**src/design/adam_upd_pkg.sv**
```systemverilog
`timescale 1ns / 1ps
// ----------------------------------------------------------------------------
// adam_upd_pkg
// Shared widths, reset values, register codes and fixed-point helpers for the
// Adam weight update block.
// ----------------------------------------------------------------------------
package adam_upd_pkg;

  localparam int DEPTH   = 4096;
  localparam int IDX_W   = $clog2(DEPTH);
  localparam int DATA_W  = 32;
  localparam int FRAC_W  = 24;
  localparam int PWR_W   = FRAC_W + 1;
  localparam int CFG_W   = 32;
  localparam int CFG_IDX_W = 3;

  localparam logic [PWR_W-1:0] ONE_Q   = PWR_W'(1) << FRAC_W;
  localparam logic [63:0]      HALF_64 = 64'd1 << (FRAC_W - 1);

  // divider: 64-bit numerator, 37-bit divisor, 34 quotient bits
  localparam int DIV_NW = 64;
  localparam int DIV_DW = 37;
  localparam int DIV_QW = 34;

  // square root: 32-bit input scaled by 2^32, 32-bit root
  localparam int SQ_IN_W  = 32;
  localparam int SQ_X_W   = 2 * SQ_IN_W;
  localparam int SQ_RT_W  = SQ_X_W / 2;
  localparam int SQ_REM_W = SQ_RT_W + 2;

  localparam logic [23:0] LR_RESET  = 24'd16777;
  localparam logic [23:0] B1_RESET  = 24'd15099494;
  localparam logic [23:0] B2_RESET  = 24'd16760439;
  localparam logic [31:0] EPS_RESET = 32'd43;
  localparam logic [23:0] WD_RESET  = 24'd0;

  typedef enum logic [CFG_IDX_W-1:0] {
    REG_LR  = 3'd0,
    REG_B1  = 3'd1,
    REG_B2  = 3'd2,
    REG_EPS = 3'd3,
    REG_WD  = 3'd4
  } cfg_reg_t;

  localparam logic signed [63:0] SMAX_64 = 64'sd2147483647;
  localparam logic signed [63:0] SMIN_64 = -64'sd2147483648;

  function automatic logic signed [DATA_W-1:0] sat_s32(input logic signed [63:0] x);
    logic signed [DATA_W-1:0] r;
    if (x > SMAX_64) begin
      r = 32'sh7FFF_FFFF;
    end else if (x < SMIN_64) begin
      r = 32'sh8000_0000;
    end else begin
      r = x[DATA_W-1:0];
    end
    return r;
  endfunction

  // round to nearest on a shift by FRAC_W, ties away from zero
  function automatic logic signed [63:0] rnd_s24(input logic signed [63:0] x);
    logic [63:0] ux;
    logic [63:0] mag;
    logic [63:0] r;
    ux  = x;
    mag = x[63] ? (~ux + 64'd1) : ux;
    r   = (mag + HALF_64) >> FRAC_W;
    return x[63] ? $signed(~r + 64'd1) : $signed(r);
  endfunction

endpackage

```
**src/design/adam_upd_sqrt.sv**
```systemverilog
`timescale 1ns / 1ps
// ----------------------------------------------------------------------------
// adam_upd_sqrt
// Pipelined digit-by-digit integer square root of (value << 32), one root
// bit per stage, result rounded down.
// ----------------------------------------------------------------------------
module adam_upd_sqrt import adam_upd_pkg::*; (
  input  logic               clk,
  input  logic               en,
  input  logic [SQ_IN_W-1:0] value,
  output logic [SQ_RT_W-1:0] root
);

  typedef struct packed {
    logic [SQ_REM_W-1:0] rem;
    logic [SQ_X_W-1:0]   rest;
    logic [SQ_RT_W-1:0]  rt;
  } sstage_t;

  sstage_t head;
  sstage_t st [SQ_RT_W];

  function automatic sstage_t sq_step(input sstage_t p);
    sstage_t n;
    logic [SQ_REM_W+1:0] trial;
    logic [SQ_REM_W+1:0] t;
    trial = {p.rem, p.rest[SQ_X_W-1 -: 2]};
    t     = (SQ_REM_W+2)'({p.rt, 2'b01});
    n.rest = p.rest << 2;
    if (trial >= t) begin
      n.rem = SQ_REM_W'(trial - t);
      n.rt  = {p.rt[SQ_RT_W-2:0], 1'b1};
    end else begin
      n.rem = trial[SQ_REM_W-1:0];
      n.rt  = {p.rt[SQ_RT_W-2:0], 1'b0};
    end
    return n;
  endfunction

  always_comb begin
    head.rem  = '0;
    head.rest = {value, {SQ_IN_W{1'b0}}};
    head.rt   = '0;
  end

  always_ff @(posedge clk) begin
    if (en) begin
      st[0] <= sq_step(head);
      for (int i = 1; i < SQ_RT_W; i++) begin
        st[i] <= sq_step(st[i-1]);
      end
    end
  end

  assign root = st[SQ_RT_W-1].rt;

endmodule

```
**config.mk**
```make
export PLATFORM = sky130hd
export DESIGN_NAME = adam_upd_sqrt
export DESIGN_NICKNAME = d
export VERILOG_FILES = /design/src/design/adam_upd_pkg.sv /design/src/design/adam_upd_sqrt.sv
export SDC_FILE = /design/constraint.sdc
export NUM_CORES = 2
export LEC_CHECK = 0
export BUFFER_PORTS_ARGS = -buffer_cell sky130_fd_sc_hd__buf_4
export CAP_MARGIN = 20
export CORE_ASPECT_RATIO = 1.4
export CORE_MARGIN = 5
export CORE_UTILIZATION = 56
export DETAILED_ROUTE_END_ITERATION = 6
export GPL_ROUTABILITY_DRIVEN = 0
export PLACE_DENSITY = 0.81
export RECOVER_POWER = 50
export SLEW_MARGIN = 20
export SYNTH_ARGS = -nofsm -noshare
export SYNTH_HDL_FRONTEND = slang
export SYNTH_MEMORY_MAX_BITS = 65536
export SYNTH_SLANG_ARGS = --single-unit
```
**constraint.sdc**
```tcl
create_clock -name clk -period 9.7 [get_ports clk]
set_input_delay 1.94 -clock clk [delete_from_list [all_inputs] [get_ports clk]]
set_output_delay 1.94 -clock clk [all_outputs]
set_load 0.01 [all_outputs]
```
==> impl_metrics.json <==
{
  "endpoint_kind": "flip-flop",
  "violations": "design-rule violations, max-capacitance violations, max-slew violations",
  "io_pins": 66,
  "fmax_ghz": 0.158,
  "numCtsBuffers": 164,
  "via_per_inst": 5.94,
  "fin_skew_ps": 43.5,
  "cts_hold_buffers": 0,
  "internal_power_mw": 15.6,
  "cpMaxStageDelayCell": "clkbuf_2",
  "die_area_sq_um": 174000,
  "hold_class": "flip-flop to flip-flop",
  "async_reset_ff_share_pct": 0,
  "drt_pass1_iterations": 7,
  "clkSlewWorstSetupHoldPaths_ps": 60,
  "met1_length_um": 63600,
  "p_leak_nw": 38.6,
  "cts.path.max_buffers": 3,
  "grt_pass1_wl_um": 303000,
  "period_needed_ps": 6350,
  "synth_cells": 7941,
  "seq_area_sq_um": 52700,
  "relSlewSlack_pct": -200,
  "vias": 61100,
  "run_status": "finished, violations left",
  "routed.top_layer": "met5",
  "postLayoutCoreUtil_pct": 61.1,
  "critical_path.top_delay_family": "buffers and inverters",
  "path_cells": "buf_16, clkbuf_2, buf_4",
  "final_cell_mix": "edfxtp_1 (1756), inv_1 (657), nand2_1 (645), ha_1 (531), o21ai_0 (512)",
  "critPathKind": "primary input to flip-flop",
  "drt_iter0_drc": 4400,
  "die_h_um": 491,
  "cts_tree": "done",
  "timing.hold.ws_ps": 417,
  "worstPathArrival_ps": 6790,
  "synth-edff-count": 1756,
  "hold_violations": 0,
  "syn_area_per_cell_sq_um": 11.7,
  "fin_crit_sh_pct": 65.4,
  "cap_violations": 10,
  "wl_met2_um": 104000,
  "combPwrFrac_pct": 24.3,
  "post_drt_wl_per_cell_um": 18.2,
  "tightest_slew_ps": 4500,
  "switchingPower_mw": 6.73,
  "synthFlopType": "edfxtp_1",
  "clock_latency_ps": 820,
  "die_x_um": 354,
  "finalSetupViolations": 0,
  "rsz0062_at_grt": "no",
  "cp.required_ps": 10150,
  "top_register": "st",
  "antenna_found_initial": 2,
  "io_buffer_count": 65,
  "ys_seq_area_share_pct": 57.0,
  "cp-start-kind": "primary input",
  "post_cts_resized": 0,
  "post-cts-setup-buffers": 0,
  "drive_above_1_share_pct": 5.50,
  "max_stage_delay_ps": 3180,
  "power_frac_clock_pct": 28.4,
  "cp_max_fo": 197,
  "powerDensity_nw_per_um2": 223,
  "synth_top_cell_area_share_pct": 57.0,
  "ys_warn_count": 0,
  "route.met3.wl_um": 7680,
  "rows": 176,
  "multi_input_area_sq_um": 36500,
  "grt_usage_pct": 21.2,
  "wl_um": 188000,
  "nFillCells": 12000,
  "htree_levels": 4,
  "swShare_pct": 30.1,
  "finalSetupTns_ps": 0,
  "maxSlewViolCount": 742,
  "largest_reg_flops": 1756,
  "cts_num_sinks": 1756,
  "detailed_place_hpwl_um": 137000,
  "synth.cell_area_sq_um": 92600,
  "ys_ff_latch": 1756,
  "cts_root_buf": "clkbuf_16",
  "syn2layout_area_growth_pct": 8.39,
  "drt.antenna.violating_nets": 0,
  "nNetsFinal": 8613,
  "initial_core_util_pct": 56.3,
  "reg_top3": "st: 1756 flops",
  "drcViolationCount": 3,
  "final_common_cell": "edfxtp_1",
  "synth_cell_types": 105,
  "grt_pass1_vias": 62700,
  "synth.largest_area_cell": "edfxtp_1",
  "synth_fp_nets": 8521,
  "critPathBufInv": 3,
  "grt_start_max_net_pins": 204,
  "ir_worst_vdd_mv": 0.208,
  "overflow": 0,
  "seqPwrFrac_pct": 47.4,
  "yosys-top-cells-area": "edfxtp_1 (57%), ha_1 (7.2%), xor2_1 (3.9%)",
  "core_area_sq_um": 164000
}
## routing by layer
layer / global-route usage (%) / vias to the layer above
met4: 13.5 / 2
met3: 3.01 / 765
met2: 41.8 / 1848
met5: 0 / -
met1: 20.1 / 29300
li1: - / 29200
## per-stage QoR
stage | worst slack, ps | power (mW) | instance area [sq um] | instances
after global placement | 4920 | 15.8 | 95300 | 10000
final | 3350 | 22.4 | 100000 | 10300
after CTS | 4800 | 22.4 | 101000 | 10300
after global routing | 2950 | 23.4 | 100000 | 10300
after floorplan | 6170 | 14.5 | 92600 | 7941
after detailed placement | 4800 | 16.0 | 95300 | 10000
## cell families (layout without fill, tap and decap cells)
| kind of cell | after synthesis | after routing | synth area share, % |
|---|---|---|---|
| AO/OA/AOI/OAI | 1746 | 1746 | 11.7 |
| multiplexers | 83 | 83 | 1.01 |
| flip-flops | 1756 | 1756 | 57.0 |
| XOR/XNOR | 813 | 813 | 7.69 |
| adder cells (fa/ha/maj) | 546 | 546 | 7.50 |
| other | 1 | 2 | 0.00405 |
| AND/OR/NAND/NOR | 2155 | 2155 | 11.5 |
| buffers and inverters | 841 | 1059 | 3.59 |
## cells in the mapped netlist, types with 10 or more instances
library cell	number
or4_1	43
and3_1	40
nand4b_1	15
nand2b_1	101
nor2_1	494
nand3_1	146
a31oi_1	33
nor4_1	112
a21oi_1	497
clkbuf_1	111
buf_4	34
or2_2	31
o21ai_0	511
a2111oi_0	19
mux2_2	74
nor2b_1	64
xnor2_1	396
ha_1	531
buf_1	10
fa_1	15
nand2_1	645
a211o_1	23
nand4_1	62
buf_2	26
a41o_1	10
o21bai_1	63
a21boi_0	16
inv_1	656
xor2_1	417
and4_1	10
o21a_1	89
or3_1	62
nand3b_1	31
nor3b_1	17
a21o_1	199
o41ai_1	14
a211oi_1	61
a41oi_1	12
o31ai_1	43
edfxtp_1	1756
o211ai_1	40
and2_1	27
nor3_1	190
nor4b_1	11
## path summary, 6_finish.rpt
| kind | startpoint | to | cells after the start | slack, ps |
|---|---|---|---|---|
| hold / removal | st[0][197] | st[0][327] | 0 | 420 |
| setup reg to reg | st[1][1758] | st[1][1888] | 11 | 4700 |
| setup / recovery | en | st[0][349] | 3 | 3350 |
| hold reg to reg | st[0][197] | st[0][327] | 0 | 420 |
## worst register-to-register path, stage by stage (launching register included)
cell and delay [ps]:
edfxtp_1 480, ha_1 290, fa_1 440, a211oi_1 280, nor2_1 130, o21ai_0 440
o21ai_0 340, a211oi_1 870, o311ai_1 360, a21oi_4 220, buf_4 450, mux2_2 450
## power groups by stage
stage	Sequential, mW	Combinational, mW	Clock (mW)
6_report	10.6	5.43	6.34
5_1_grt	10.7	6.01	6.76
4_1_cts	10.6	5.38	6.44
3_5_place_dp	10.7	5.34	0
3_3_place_gp	10.7	5.11	0
2_1_floorplan	10.4	4.11	0
## final cells by class
cell class / instances / share of cell area (%)
Tap cell: 2136 / 2.66
Antenna cell: 1 / 0.00249
Inverter: 660 / 2.47
Timing Repair Buffer: 107 / 0.675
Sequential cell: 1756 / 52.6
Clock inverter: 104 / 1.04
Clock buffer: 188 / 4.22
Multi-Input combinational cell: 5344 / 36.4
Power figures use the tool's default switching activity.
